===== config.mk =====
export PLATFORM = sky130hd
export DESIGN_NAME = signed_decimal_to_seven_segment_core
export DESIGN_NICKNAME = d
export VERILOG_FILES = /design/src/rtl/sd7seg_pkg.sv /design/src/rtl/signed_decimal_to_seven_segment_core.sv /design/src/rtl/sd7seg_ctrl.sv /design/src/rtl/sd7seg_dp.sv
export VERILOG_INCLUDE_DIRS = /design/src /design/src/rtl
export SDC_FILE = /design/constraint.sdc
export NUM_CORES = 1
export LEC_CHECK = 0
export ABC_AREA = 1
export BUFFER_PORTS_ARGS = -buffer_cell sky130_fd_sc_hd__buf_2
export CORE_MARGIN = 3
export CORE_UTILIZATION = 64
export CTS_CLUSTER_SIZE = 12
export DETAILED_ROUTE_END_ITERATION = 8
export GPL_TIMING_DRIVEN = 0
export HOLD_SLACK_MARGIN = 0.06
export PLACE_DENSITY = 0.86
export SLEW_MARGIN = 40
export SYNTH_ARGS = -nofsm -noshare
export SYNTH_HDL_FRONTEND = slang
export SYNTH_SLANG_ARGS = --single-unit

===== constraint.sdc =====
create_clock -name clk -period 6.05 [get_ports clk]
set_clock_uncertainty 0.05 [all_clocks]
set_input_delay 0.605 -clock clk [delete_from_list [all_inputs] [get_ports clk]]
set_output_delay 0.605 -clock clk [all_outputs]
set_load 0.01 [all_outputs]

===== src/rtl/signed_decimal_to_seven_segment_core_defines.svh =====
// assertion macros shared by the signed decimal to seven-segment core
// depends on nothing; modules that use these must have clk and arst_n in scope
`ifndef SIGNED_DECIMAL_TO_SEVEN_SEGMENT_CORE_DEFINES_SVH
`define SIGNED_DECIMAL_TO_SEVEN_SEGMENT_CORE_DEFINES_SVH

`ifndef SYNTHESIS

`define SD7SEG_ASSERT_NOW(label, ante, cons) \
	label: assert property (@(posedge clk) disable iff (!arst_n) (ante) |-> (cons)) \
		else $error("sd7seg assertion failed");

`define SD7SEG_ASSERT_NEXT(label, ante, cons) \
	label: assert property (@(posedge clk) disable iff (!arst_n) (ante) |=> (cons)) \
		else $error("sd7seg assertion failed");

`else

`define SD7SEG_ASSERT_NOW(label, ante, cons)
`define SD7SEG_ASSERT_NEXT(label, ante, cons)

`endif

`endif


===== src/rtl/sd7seg_pkg.sv =====
// types, constants and the digit font of the signed decimal to seven-segment core
// used by the controller, the datapath and the top level

package sd7seg_pkg;

	localparam int unsigned VALUE_W = 16;
	localparam int unsigned MAG_W = 14;
	localparam int unsigned DIGITS = 4;
	localparam int unsigned SEG_W = 8;
	localparam int unsigned CNT_W = 4;
	localparam logic [CNT_W-1:0] STEP_LAST = CNT_W'(MAG_W - 1);

	localparam logic signed [VALUE_W-1:0] POS_LIMIT = 16'sd9999;
	localparam logic signed [VALUE_W-1:0] NEG_LIMIT = -16'sd999;

	localparam logic [1:0] RANGE_OK = 2'd0;
	localparam logic [1:0] RANGE_OVER = 2'd1;
	localparam logic [1:0] RANGE_UNDER = 2'd2;

	localparam logic [SEG_W-1:0] SEG_BLANK = 8'h00;
	localparam logic [SEG_W-1:0] SEG_MINUS = 8'h10;
	localparam logic [SEG_W-1:0] SEG_OVER3 = 8'h1B;
	localparam logic [SEG_W-1:0] SEG_UNDER3 = 8'h6B;
	localparam logic [SEG_W-1:0] SEG_ERR2 = 8'hD1;
	localparam logic [SEG_W-1:0] SEG_ERR1 = 8'h43;
	localparam logic [SEG_W-1:0] SEG_ERR0 = 8'h1B;

	typedef enum logic [1:0] {
		ST_IDLE,
		ST_CONVERT,
		ST_WRITE
	} state_t;

	typedef struct packed {
		logic load;
		logic step;
		logic write;
	} cmd_t;

	function automatic logic [SEG_W-1:0] font(input logic [3:0] digit);
		logic [SEG_W-1:0] seg;
		unique case (digit)
			4'd0: seg = 8'hEB;
			4'd1: seg = 8'h28;
			4'd2: seg = 8'hB3;
			4'd3: seg = 8'hBA;
			4'd4: seg = 8'h78;
			4'd5: seg = 8'hDA;
			4'd6: seg = 8'hDB;
			4'd7: seg = 8'hA8;
			4'd8: seg = 8'hFB;
			4'd9: seg = 8'hFA;
			default: seg = SEG_BLANK;
		endcase
		return seg;
	endfunction

endpackage


===== src/rtl/signed_decimal_to_seven_segment_core.sv =====
// top level of the signed decimal to seven-segment core
// depends on sd7seg_pkg, sd7seg_ctrl and sd7seg_dp

// Converts one signed 16-bit value into four seven-segment patterns, rightmost
// place on digit0_segments. Values above 9999 and below -999 give fixed overflow
// and underflow words, flagged on range_status. One value is converted at a time:
// a transfer in is followed by 14 shift-add steps of the bcd converter and by
// the write of the encoded patterns; a new value is taken only after the write.
// The result sits in an output register, so the next value is taken while the
// previous result still waits; a stalled output holds the converter in its
// write state only once a second result is ready.

module signed_decimal_to_seven_segment_core (
	input  logic                                  clk,
	input  logic                                  arst_n,
	input  logic                                  in_valid,
	output logic                                  in_stall,
	input  logic signed [sd7seg_pkg::VALUE_W-1:0] value,
	output logic                                  out_valid,
	input  logic                                  out_stall,
	output logic [sd7seg_pkg::SEG_W-1:0]          digit0_segments,
	output logic [sd7seg_pkg::SEG_W-1:0]          digit1_segments,
	output logic [sd7seg_pkg::SEG_W-1:0]          digit2_segments,
	output logic [sd7seg_pkg::SEG_W-1:0]          digit3_segments,
	output logic [1:0]                            range_status
);

	sd7seg_pkg::cmd_t cmd;

	sd7seg_ctrl u_ctrl (
		.clk       (clk),
		.arst_n    (arst_n),
		.in_valid  (in_valid),
		.in_stall  (in_stall),
		.out_valid (out_valid),
		.out_stall (out_stall),
		.cmd       (cmd)
	);

	sd7seg_dp u_dp (
		.clk             (clk),
		.arst_n          (arst_n),
		.cmd             (cmd),
		.value           (value),
		.digit0_segments (digit0_segments),
		.digit1_segments (digit1_segments),
		.digit2_segments (digit2_segments),
		.digit3_segments (digit3_segments),
		.range_status    (range_status)
	);

endmodule


===== src/rtl/sd7seg_ctrl.sv =====
// controller of the seven-segment core: sequences load, shift-add steps and output write
// depends on sd7seg_pkg and signed_decimal_to_seven_segment_core_defines.svh

`include "signed_decimal_to_seven_segment_core_defines.svh"

module sd7seg_ctrl (
	input  logic                 clk,
	input  logic                 arst_n,
	input  logic                 in_valid,
	output logic                 in_stall,
	output logic                 out_valid,
	input  logic                 out_stall,
	output sd7seg_pkg::cmd_t     cmd
);

	sd7seg_pkg::state_t state_q, state_d;
	logic [sd7seg_pkg::CNT_W-1:0] cnt_q;
	logic out_valid_q;
	logic out_free;
	logic in_xfer;

	assign out_free = !out_valid_q || !out_stall;
	assign in_xfer = in_valid && !in_stall;

	always_comb begin
		state_d = state_q;
		unique case (state_q)
			sd7seg_pkg::ST_IDLE: begin
				if (in_valid)
					state_d = sd7seg_pkg::ST_CONVERT;
			end
			sd7seg_pkg::ST_CONVERT: begin
				if (cnt_q == sd7seg_pkg::STEP_LAST)
					state_d = sd7seg_pkg::ST_WRITE;
			end
			sd7seg_pkg::ST_WRITE: begin
				if (out_free)
					state_d = sd7seg_pkg::ST_IDLE;
			end
			default: state_d = sd7seg_pkg::ST_IDLE;
		endcase
	end

	always_comb begin
		in_stall = 1'b1;
		cmd = '0;
		unique case (state_q)
			sd7seg_pkg::ST_IDLE: begin
				in_stall = 1'b0;
				cmd.load = in_valid;
			end
			sd7seg_pkg::ST_CONVERT: begin
				cmd.step = 1'b1;
			end
			sd7seg_pkg::ST_WRITE: begin
				cmd.write = out_free;
			end
			default: begin
				in_stall = 1'b1;
			end
		endcase
	end

	always_ff @(posedge clk or negedge arst_n) begin
		if (!arst_n) begin
			state_q <= sd7seg_pkg::ST_IDLE;
			cnt_q <= '0;
			out_valid_q <= 1'b0;
		end else begin
			state_q <= state_d;
			if (cmd.step)
				cnt_q <= cnt_q + 1'b1;
			else
				cnt_q <= '0;
			if (cmd.write)
				out_valid_q <= 1'b1;
			else if (!out_stall)
				out_valid_q <= 1'b0;
		end
	end

	assign out_valid = out_valid_q;

	`SD7SEG_ASSERT_NEXT(a_accept_starts, in_xfer, state_q == sd7seg_pkg::ST_CONVERT && cnt_q == '0)
	`SD7SEG_ASSERT_NOW(a_write_free, cmd.write, !out_valid_q || !out_stall)
	`SD7SEG_ASSERT_NEXT(a_last_step, cmd.step && cnt_q == sd7seg_pkg::STEP_LAST, state_q == sd7seg_pkg::ST_WRITE)
	`SD7SEG_ASSERT_NEXT(a_write_shows, cmd.write, out_valid_q)

endmodule


===== src/rtl/sd7seg_dp.sv =====
// datapath of the seven-segment core: range check, shift-add bcd conversion, encoding
// depends on sd7seg_pkg

module sd7seg_dp (
	input  logic                               clk,
	input  logic                               arst_n,
	input  sd7seg_pkg::cmd_t                   cmd,
	input  logic signed [sd7seg_pkg::VALUE_W-1:0] value,
	output logic [sd7seg_pkg::SEG_W-1:0]       digit0_segments,
	output logic [sd7seg_pkg::SEG_W-1:0]       digit1_segments,
	output logic [sd7seg_pkg::SEG_W-1:0]       digit2_segments,
	output logic [sd7seg_pkg::SEG_W-1:0]       digit3_segments,
	output logic [1:0]                         range_status
);

	logic [sd7seg_pkg::MAG_W-1:0] bin_q;
	logic [4*sd7seg_pkg::DIGITS-1:0] bcd_q;
	logic [1:0] range_q;
	logic neg_q;
	logic [sd7seg_pkg::SEG_W-1:0] seg_q [sd7seg_pkg::DIGITS];
	logic [1:0] range_out_q;

	logic [sd7seg_pkg::VALUE_W-1:0] mag;
	logic [4*sd7seg_pkg::DIGITS-1:0] bcd_adj;
	logic [1:0] top;
	logic [sd7seg_pkg::SEG_W-1:0] seg_d [sd7seg_pkg::DIGITS];

	assign mag = value[sd7seg_pkg::VALUE_W-1] ? (~value + 1'b1) : value;

	// add 3 to every digit of 5 or more before the shift
	always_comb begin
		for (int i = 0; i < sd7seg_pkg::DIGITS; i++) begin
			if (bcd_q[4*i +: 4] >= 4'd5)
				bcd_adj[4*i +: 4] = bcd_q[4*i +: 4] + 4'd3;
			else
				bcd_adj[4*i +: 4] = bcd_q[4*i +: 4];
		end
	end

	always_ff @(posedge clk) begin
		if (cmd.load) begin
			bin_q <= mag[sd7seg_pkg::MAG_W-1:0];
			bcd_q <= '0;
			neg_q <= value[sd7seg_pkg::VALUE_W-1];
			if (value > sd7seg_pkg::POS_LIMIT)
				range_q <= sd7seg_pkg::RANGE_OVER;
			else if (value < sd7seg_pkg::NEG_LIMIT)
				range_q <= sd7seg_pkg::RANGE_UNDER;
			else
				range_q <= sd7seg_pkg::RANGE_OK;
		end else if (cmd.step) begin
			bcd_q <= {bcd_adj[4*sd7seg_pkg::DIGITS-2:0], bin_q[sd7seg_pkg::MAG_W-1]};
			bin_q <= {bin_q[sd7seg_pkg::MAG_W-2:0], 1'b0};
		end
	end

	// highest nonzero digit place, zero shows a single digit
	always_comb begin
		if (bcd_q[15:12] != 4'd0)
			top = 2'd3;
		else if (bcd_q[11:8] != 4'd0)
			top = 2'd2;
		else if (bcd_q[7:4] != 4'd0)
			top = 2'd1;
		else
			top = 2'd0;
	end

	always_comb begin
		for (int i = 0; i < sd7seg_pkg::DIGITS; i++) begin
			if (3'(i) <= {1'b0, top})
				seg_d[i] = sd7seg_pkg::font(bcd_q[4*i +: 4]);
			else if (neg_q && 3'(i) == {1'b0, top} + 3'd1)
				seg_d[i] = sd7seg_pkg::SEG_MINUS;
			else
				seg_d[i] = sd7seg_pkg::SEG_BLANK;
		end
		case (range_q)
			sd7seg_pkg::RANGE_OVER: begin
				seg_d[3] = sd7seg_pkg::SEG_OVER3;
				seg_d[2] = sd7seg_pkg::SEG_ERR2;
				seg_d[1] = sd7seg_pkg::SEG_ERR1;
				seg_d[0] = sd7seg_pkg::SEG_ERR0;
			end
			sd7seg_pkg::RANGE_UNDER: begin
				seg_d[3] = sd7seg_pkg::SEG_UNDER3;
				seg_d[2] = sd7seg_pkg::SEG_ERR2;
				seg_d[1] = sd7seg_pkg::SEG_ERR1;
				seg_d[0] = sd7seg_pkg::SEG_ERR0;
			end
			default: begin
			end
		endcase
	end

	always_ff @(posedge clk or negedge arst_n) begin
		if (!arst_n) begin
			range_out_q <= sd7seg_pkg::RANGE_OK;
		end else if (cmd.write) begin
			range_out_q <= range_q;
		end
	end

	always_ff @(posedge clk) begin
		if (cmd.write) begin
			for (int i = 0; i < sd7seg_pkg::DIGITS; i++)
				seg_q[i] <= seg_d[i];
		end
	end

	assign digit0_segments = seg_q[0];
	assign digit1_segments = seg_q[1];
	assign digit2_segments = seg_q[2];
	assign digit3_segments = seg_q[3];
	assign range_status = range_out_q;

endmodule

==> results of run 1 <==
==> layer usage <==
layer / global-route usage (%) / up-vias / share of wire, %
met5: 0 / - / 0
met4: 10.6 / 0 / 2.2
met3: 2.89 / 19 / 5.0
met2: 38.8 / 128 / 50
met1: 26.1 / 1870 / 43
li1: - / 2123 / -
==> worst min-delay path, stage by stage <==
cell,delay [ps]
buf_2,80
nand2_1,50
nand2_1,70
==> placed cells by master (no fill, tap or decap), types with 2 or more instances in the layout <==
cell type	count
inv_2	6
nand4_1	5
conb_1	4
nand3b_1	10
clkbuf_1	3
nand2_4	5
dfxtp_1	44
nand2_1	205
nor3_1	3
nand3_2	5
nor2_4	3
ha_1	39
or2_2	4
clkbuf_8	11
inv_4	3
edfxtp_1	45
a21boi_0	2
inv_1	82
o21ai_2	2
nand3_1	51
xor2_1	5
dfrtp_1	9
buf_2	54
buf_6	2
clkinv_2	4
o21ai_0	23
nand3_4	2
nor2_1	34
o211ai_1	2
o22ai_1	2
a21oi_1	11
buf_4	7
a21oi_4	2
a31oi_1	3
==> worst min-delay path by stage <==
stage                    from              endpoint
finish              out_stall      u_ctrl.out_valid
CTS                 out_stall      u_ctrl.out_valid
global route        out_stall      u_ctrl.out_valid
detailed placement     arst_n  u_dp.range_status[1]
global placement       arst_n  u_dp.range_status[0]
floorplan              arst_n       u_ctrl.cnt_q[0]
==> power by group through the flow <==
stage | combinational (mW) | sequential [mW] | clock [mW]
detailed placement | 1.79 | 1.12 | 0
finish | 1.80 | 1.11 | 0.384
CTS | 1.80 | 1.11 | 0.388
global placement | 1.69 | 1.11 | 0
global route | 2.09 | 1.13 | 0.413
floorplan | 1.42 | 1.09 | 0
==> metrics by stage <==
step,setup WS (ps),std cells
floorplan,2640,629
global placement,1630,782
detailed placement,3690,785
CTS,3840,802
global route,3710,802
finish,3840,802
==> cell families after synthesis <==
group,after synthesis,synth area share (%)
AO/OA/AOI/OAI,49,5.63
flip-flops,98,47.0
other,1,0.0718
XOR/XNOR,5,0.838
buffers and inverters,104,8.31
adder cells (fa/ha/maj),39,9.34
AND/OR/NAND/NOR,330,28.8
==> layout make-up <==
class,count,share of cell area (%)
Buffer,13,1.46
Multi-Input combinational cell,427,40.3
Clock inverter,5,0.493
Inverter,91,5.98
Sequential cell,98,42.1
Clock buffer,11,2.59
Tap cell,102,2.19
Timing Repair Buffer,55,4.89
==> impl_metrics.yaml, run 1 <==
grt:
  grt_max_degree: 20
  grt_pass1_vias: 3671
  antenna_found_initial: 0
  grt_usage_pct: 21.9
  grt_pass1_wl_mm: 15.9
  gr-total-overflow: 0
clock_tree:
  cts_resized: 0
  cts_setup_buffers: 0
  cts_buffer_depth: 2
  cts_tree: "built"
  cts_made_buffers: 9
  htree_num_levels: 3
  insertion_delay_ps: 360
  cts_hold_buf: 1
  cts_sinks: 98
  cts-root-buf: "clkbuf_8"
  clk_pin_slew_ps: 90
sta:
  tns_ps: 0
  hold_violations: 0
  period_share_pct: 36.6
  rsz0062_at_grt: "no"
  holdWs_ps: 421
  finalCriticalPeriod_ps: 2210
  setup_viol_count_final: 0
  worst_slew_pin_slew_ps: 576
  fmaxAchievable_ghz: 0.452
  drv_slew: 0
  relSlewSlack_pct: 61.6
worst_setup_path:
  critPathCaptureType: "register"
  arrival_ps: 2280
  regToRegEndpoint: "u_dp.seg_q[0][4]"
  r2r_start: "u_dp.range_q[1]"
  cp_num_cells: 5
  cp_max_fo: 10
  crit_top_cell: "clkbuf_1"
  path_class: "register to register"
  start_kind: "register"
  crit_required_ps: 6120
  slowest_stage: "clkbuf_1"
  cp_top_family: "buffers and inverters"
  crit_buf_inv: 3
  reg2reg_depth: 5
  critPathMaxStageDelay_ps: 460
  endpoint: "u_dp.seg_q[0][4]"
  crit_start: "u_dp.range_q[1]"
  crit_chain: "ha_1 > clkbuf_1 > inv_1 > clkbuf_1 > or2_2"
  r2r_slack_ps: 3840
hold_path:
  hp-class: "input pin to register"
  hold_depth: 3
power_and_ir_drop:
  p_comb_share_pct: 54.7
  p_switching_mw: 1.50
  sw_frac_of_total_pct: 45.7
  power.leakage_nw: 3.02
  p_seq_share_pct: 33.6
  intPower_mw: 1.79
  power_mw: 3.29
  ir_drop_mv: 0.231
  power.density_nw_per_um2: 564
  p_clk_share_pct: 11.7
synth:
  synth.avg_cell_area_um2: 8.35
  ys.warnings.count: 0
  yosysSeqAreaShare_pct: 47.0
  synth_seq_cells: 98
  yosysTopAreaCell: "edfxtp_1"
  synth_common_cells: "205 x nand2_1, 82 x inv_1, 51 x nand3_1, 45 x edfxtp_1, 44 x dfxtp_1"
  yosysTopAreaCellShare_pct: 25.9
  async_flop_share_pct: 9.18
  ys_top_cells_by_area: "edfxtp_1 26%, dfxtp_1 17%, nand2_1 15%"
  synth_cell_type_count: 37
  yosys_most_used_dff: "edfxtp_1"
  synth_edf_count: 45
  syn_area_um2: 5230
  syn_inst: 626
  yosysMostFrequentCell: "nand2_1"
detailed_routing:
  dr.pass1.iters: 4
  route.detailed.drc: 0
  drt_iter0_markers: 172
  viasPerCell: 5.16
  finalWirelength_mm: 9.76
  routedWlPerCell_um: 12.2
  ant_nets: 0
  num_vias: 4140
die:
  die_y_um: 96.4
  fp.coreArea_um2: 7810
  io_pins: 56
  dieArea_um2: 9290
  initial_core_util_pct: 66.9
  row_count: 32
  dieWidth_um: 96.4
layout:
  multi_input_area_um2: 2350
  fin_area_um2: 5840
  post-route-util_pct: 74.7
  fin_nets: 754
  seq_area_um2: 2460
  diodes: 0
  fill_cells: 579
  drive_above_1_share_pct: 16.3
  area_growth_pct: 11.7
place:
  placed_area_um2: 5650
  hpwl_mm: 7.42
  port-buffer-count: 51
  gp_congestion: 0.859
status:
  status: "finished, final reports clean"
flow_run:
  maxCapViolCount: 0
No activity file was read; power rests on OpenSTA's default activity.
==> run 2, diff against run 1 <==
--- a/config.mk
+++ b/config.mk
@@ -9,12 +9,12 @@
 export ABC_AREA = 1
 export BUFFER_PORTS_ARGS = -buffer_cell sky130_fd_sc_hd__buf_2
 export CORE_MARGIN = 3
-export CORE_UTILIZATION = 64
+export CORE_UTILIZATION = 59
 export CTS_CLUSTER_SIZE = 12
 export DETAILED_ROUTE_END_ITERATION = 8
 export GPL_TIMING_DRIVEN = 0
 export HOLD_SLACK_MARGIN = 0.06
-export PLACE_DENSITY = 0.86
+export PLACE_DENSITY = 0.8
 export SLEW_MARGIN = 40
 export SYNTH_ARGS = -nofsm -noshare
 export SYNTH_HDL_FRONTEND = slang
==> constraint.sdc (replaced) <==
create_clock -name clk -period 2.2 [get_ports clk]
set_clock_uncertainty 0.05 [all_clocks]
set_input_delay 0.22 -clock clk [delete_from_list [all_inputs] [get_ports clk]]
set_output_delay 0.22 -clock clk [all_outputs]
set_load 0.01 [all_outputs]
==> run 2 against run 1 <==
Effect of this change: power rose to 2.8 times the previous value; cell area rose by 1.7%; hold slack got worse by 320 ps; first-iteration DRC count rose by 8.1%; sequential cell count did not move; critical path type unchanged; largest power group unchanged.
==> impl_metrics.yaml, run 2 (synthesis results as in run 1) <==
worst_setup_path:
  crit_buf_inv: 2
  reg2reg_depth: 12
  crit_required_ps: 2410
  path_class: "register to register"
  start_kind: "register"
  cp_num_cells: 12
  crit_top_cell: "nand2_1"
  critPathCaptureType: "register"
  r2r_start: "u_dp.bcd_q[8]"
  cp_top_family: "simple AND/OR/NAND/NOR gates"
  arrival_ps: 2280
  crit_chain: "inv_1 > ha_1 > nand2_1 > nand2_1 > nand2_1 > nand4_1 > nand2_2 > inv_1 > ha_1 > nand3b_1 > nand3_1 > nand2_1"
  cp_max_fo: 4
  crit_start: "u_dp.bcd_q[8]"
  critPathMaxStageDelay_ps: 410
  r2r_slack_ps: 130
  slowest_stage: "dfxtp_1"
grt:
  grt_pass1_vias: 3860
  grt_max_degree: 20
  antenna_found_initial: 0
  grt_pass1_wl_mm: 16.9
  grt_usage_pct: 21.0
  gr-total-overflow: 0
detailed_routing:
  dr.pass1.iters: 5
  num_vias: 4139
  ant_nets: 0
  finalWirelength_mm: 9.89
  route.detailed.drc: 0
  routedWlPerCell_um: 12.2
  drt_iter0_markers: 186
  viasPerCell: 5.08
power_and_ir_drop:
  power.leakage_nw: 3.05
  p_switching_mw: 4.15
  p_comb_share_pct: 55.8
  ir_drop_mv: 0.584
  intPower_mw: 4.95
  p_seq_share_pct: 33.3
  power.density_nw_per_um2: 1530
  sw_frac_of_total_pct: 45.6
  p_clk_share_pct: 10.9
  power_mw: 9.11
clock_tree:
  cts_buffer_depth: 2
  cts_tree: "built"
  insertion_delay_ps: 370
  cts_sinks: 98
  cts-root-buf: "clkbuf_8"
  cts_made_buffers: 9
  clk_pin_slew_ps: 90
  htree_num_levels: 3
sta:
  finalCriticalPeriod_ps: 2070
  fmaxAchievable_ghz: 0.484
  setup_viol_count_final: 0
  period_share_pct: 94.0
  tns_ps: 0
  layout_setup_ws_ps: 133
  drv_slew: 0
  hold_violations: 0
layout:
  fin_nets: 763
  diodes: 0
  post-route-util_pct: 70.5
  fin_area_um2: 5930
  drive_above_1_share_pct: 17.9
  area_growth_pct: 13.6
  fill_cells: 660
  mostFrequentLayoutCells: "199 x nand2_1, 82 x inv_1, 53 x buf_2, 51 x nand3_1, 45 x edfxtp_1"
  mostFrequentLayoutCell: "nand2_1"
place:
  hpwl_mm: 7.60
  gp_congestion: 0.847
  port-buffer-count: 51
  place_ws_ps: 8.03
  placed_area_um2: 5660
hold_path:
  hp-class: "input pin to register"
  min_from: "value[15]"
flow_run:
  maxCapViolCount: 0
status:
  status: "finished, final reports clean"
die:
  die_y_um: 100
  initial_core_util_pct: 62.0
  io_pins: 56
  dieWidth_um: 100
  dieArea_um2: 10000
  row_count: 33
  fp.coreArea_um2: 8420
-- run 2: cell count changes in the layout (fill, tap and decap cells not counted), moves of 2 or more --
| cell | delta |
|---|---|
| buf_6 | +2 |
| clkbuf_8 | -2 |
| nand2_2 | +5 |
| buf_4 | +8 |
| nand2_1 | -6 |
| clkinv_2 | -3 |
| clkinvlp_4 | +2 |
-- run 2: final cells by class --
| class | count | area, um^2 | share of cell area (%) |
|---|---|---|---|
| Clock inverter | 5 | 32.5 | 0.548 |
| Tap cell | 105 | 131 | 2.21 |
| Timing Repair Buffer | 65 | 373 | 6.28 |
| Multi-Input combinational cell | 427 | 2380 | 40.1 |
| Buffer | 12 | 81.3 | 1.37 |
| Clock buffer | 11 | 131 | 2.21 |
| Inverter | 91 | 349 | 5.88 |
| Sequential cell | 98 | 2460 | 41.4 |
-- run 2: worst reg2reg max path: cells and delay by family, from the launching register on --
family | cells | cell delay (ps)
and+or+nand+nor | 8 | 860
adders and majority gates | 2 | 450
buffers and inverters | 2 | 200
DFF | 1 | 410
-- run 2: routing by layer --
metal,up-vias,track usage [%],wire length (um)
met5,-,0,0
met4,0,7.88,220
met3,15,5.07,539
met2,102,36.1,4950
met1,1879,25.6,4180
li1,2143,-,-
-- run 2: worst min-delay path by stage --
| stage | end | slack [ps] | depth (start not counted) |
|---|---|---|---|
| global placement | u_ctrl.out_valid | 30 | 1 |
| global route | u_dp.neg_q | 110 | 1 |
| finish | u_dp.neg_q | 100 | 1 |
| detailed placement | u_ctrl.out_valid | 30 | 1 |
| CTS | u_dp.neg_q | 80 | 1 |
| floorplan | u_ctrl.cnt_q[0] | -130 | 0 |
-- run 2: power groups by stage --
stage / combinational [mW] / sequential (mW) / clock (mW)
after floorplan: 3.92 / 3.01 / 0
after global placement: 4.67 / 3.05 / 0
after detailed placement: 4.91 / 3.07 / 0
after CTS: 4.92 / 3.03 / 1.02
after global routing: 5.93 / 3.10 / 1.10
final: 5.08 / 3.03 / 0.997
-- run 2: metrics by stage --
step	hold slack (ps)	cells
final	101	814
after CTS	84.8	805
after floorplan	-126	629
after detailed placement	28.1	787
after global placement	26.2	785
after global routing	106	814
-- run 2: timing repair --
| item | 4_1_cts | 5_1_grt |
|---|---|---|
| gates resized for setup | 0 | 8 |
| endpoints found under the hold margin | 10 | 0 |
| hold buffers | 2 | 0 |
| setup buffers | 0 | 10 |
| endpoints found under the setup margin | 0 | 33 |
==> run 3, diff against run 2 <==
--- a/config.mk
+++ b/config.mk
@@ -8,7 +8,6 @@
 export LEC_CHECK = 0
 export ABC_AREA = 1
 export BUFFER_PORTS_ARGS = -buffer_cell sky130_fd_sc_hd__buf_2
-export CORE_MARGIN = 3
 export CORE_UTILIZATION = 59
 export CTS_CLUSTER_SIZE = 12
 export DETAILED_ROUTE_END_ITERATION = 8
==> constraint.sdc (replaced) <==
create_clock -name clk -period 2.2 [get_ports clk]
set_clock_uncertainty 0.05 [all_clocks]
set_input_delay 0.33 -clock clk [delete_from_list [all_inputs] [get_ports clk]]
set_output_delay 0.33 -clock clk [all_outputs]
set_load 0.01 [all_outputs]
==> run 3 against run 2 <==
Effect of this change: fmax down 2.2%; critical path type unchanged; setup slack worse by 46 ps; clock-buffer cell count shrank 1; core utilization about the same; global-route usage is 2.0 points higher; hold slack better by 100 ps; register-to-register slack worse by 50 ps; cell count down 0.86%; wire length shrank 0.56%; combinational power down 1%.
==> impl_metrics.yaml, run 3 (synthesis results as in run 1) <==
place:
  placed_area_um2: 5660
  place_inst: 787
  gp_congestion: 0.954
  hpwl_mm: 7.48
  place_ws_ps: 93.4
  port-buffer-count: 51
power_and_ir_drop:
  p_seq_share_pct: 33.3
  p_clk_share_pct: 12.0
  ir_drop_mv: 0.533
  power.leakage_nw: 3.04
  sw_frac_of_total_pct: 45.9
  power.density_nw_per_um2: 1550
  p_switching_mw: 4.20
  power_mw: 9.14
  p_comb_share_pct: 54.8
  intPower_mw: 4.94
flow_run:
  maxCapViolCount: 0
clock_tree:
  cts_made_buffers: 9
  cts_sinks: 98
  cts-root-buf: "clkbuf_8"
  htree_num_levels: 3
  clk_pin_slew_ps: 100
  cts_buffer_depth: 2
  cts_tree: "built"
  insertion_delay_ps: 360
sta:
  worst_slew_pin_slew_ps: 542
  rsz0062_at_grt: "no"
  layout_setup_ws_ps: 86.4
  relSlewSlack_pct: 63.7
  finalCriticalPeriod_ps: 2110
  drv_slew: 0
  hold_violations: 0
  holdWs_ps: 205
  period_share_pct: 96.1
  setup_viol_count_final: 0
  tns_ps: 0
  fmaxAchievable_ghz: 0.473
die:
  initial_core_util_pct: 62.4
  dieWidth_um: 96.1
  die_y_um: 96.1
  io_pins: 56
  fp.coreArea_um2: 8380
  dieArea_um2: 9240
  row_count: 33
worst_setup_path:
  cp_max_fo: 10
  critPathCaptureType: "register"
  crit_required_ps: 2400
  arrival_ps: 2310
  r2r_start: "u_ctrl.state_q[0]"
  r2r_slack_ps: 90
  crit_start: "u_ctrl.state_q[0]"
  start_kind: "register"
  path_class: "register to register"
  reg2reg_depth: 11
grt:
  globalRouteMet3Util_pct: 3.40
  antenna_found_initial: 0
  met2_usage_pct: 40.9
  grt_pass1_vias: 3780
  grt_pass1_wl_mm: 16.3
  use_met1_pct: 28.0
  grt_max_degree: 20
  gr-total-overflow: 0
  busiest_layer: "met2"
  grt_usage_pct: 23.0
layout:
  mostFrequentLayoutCell: "nand2_1"
  post-route-util_pct: 70.5
  mostFrequentLayoutCells: "200 x nand2_1, 82 x inv_1, 53 x buf_2, 51 x nand3_1, 45 x edfxtp_1"
  drive_above_1_share_pct: 17.4
  diodes: 0
  area_growth_pct: 13.1
  fin_nets: 756
  fin_area_um2: 5910
  finalNonFillerCells: 807
detailed_routing:
  num_vias: 4081
  drt_iter0_markers: 162
  ant_nets: 0
  routedWlPerCell_um: 12.2
  viasPerCell: 5.06
  finalWirelength_mm: 9.84
  route.detailed.drc: 0
  dr.pass1.iters: 4
status:
  status: "finished, final reports clean"
hold_path:
  min_from: "out_stall"
  hp-class: "input pin to register"
  min_to: "u_ctrl.out_valid"
  hold_depth: 3
run 3: layer usage:
layer,share of wire (%),routed length [um]
met3,4.5,438
met4,1.7,167
met5,0,0
met2,50,4940
met1,44,4290
run 3: worst max-delay path by stage:
| stage | endpoint | slack (ps) | depth (start not counted) |
|---|---|---|---|
| floorplan | u_dp.range_status[0] | 350 | 5 |
| global placement | u_dp.range_status[1] | 40 | 5 |
| detailed placement | register | 90 | 12 |
| CTS | register | 70 | 12 |
| global route | register | 6 | 11 |
| finish | register | 90 | 11 |
run 3: critical path, cell delays in order, from the launching register on:
cell	delay (ps)
dfrtp_1	410
inv_2	100
nor2_4	190
buf_12	140
buf_4	180
nand4_1	130
nand2_1	170
inv_1	120
ha_1	220
nand3b_1	150
nand3_1	90
nand2_1	50
run 3: area by class of cell:
class | count | area [um^2]
Timing Repair Buffer | 58 | 330
Clock buffer | 10 | 128
Buffer | 12 | 81.3
Fill cell | 688 | 2470
Inverter | 91 | 349
Tap cell | 105 | 131
Multi-Input combinational cell | 427 | 2370
Sequential cell | 98 | 2460
Clock inverter | 6 | 61.3
run 3: timing repair:
action                     CTS  global route
hold buffers                 1             0
setup endpoints to repair    0            29
buffers inserted             0             4
resized for setup            0             6
hold endpoints to repair     9             0
run 3: power by group through the flow:
stage,clock network [mW],registers [mW],logic [mW]
after CTS,1.11,3.04,4.91
after floorplan,0,3.01,3.92
after global placement,0,3.05,4.67
after detailed placement,0,3.07,4.89
final,1.09,3.04,5.01
after global routing,1.17,3.11,5.83
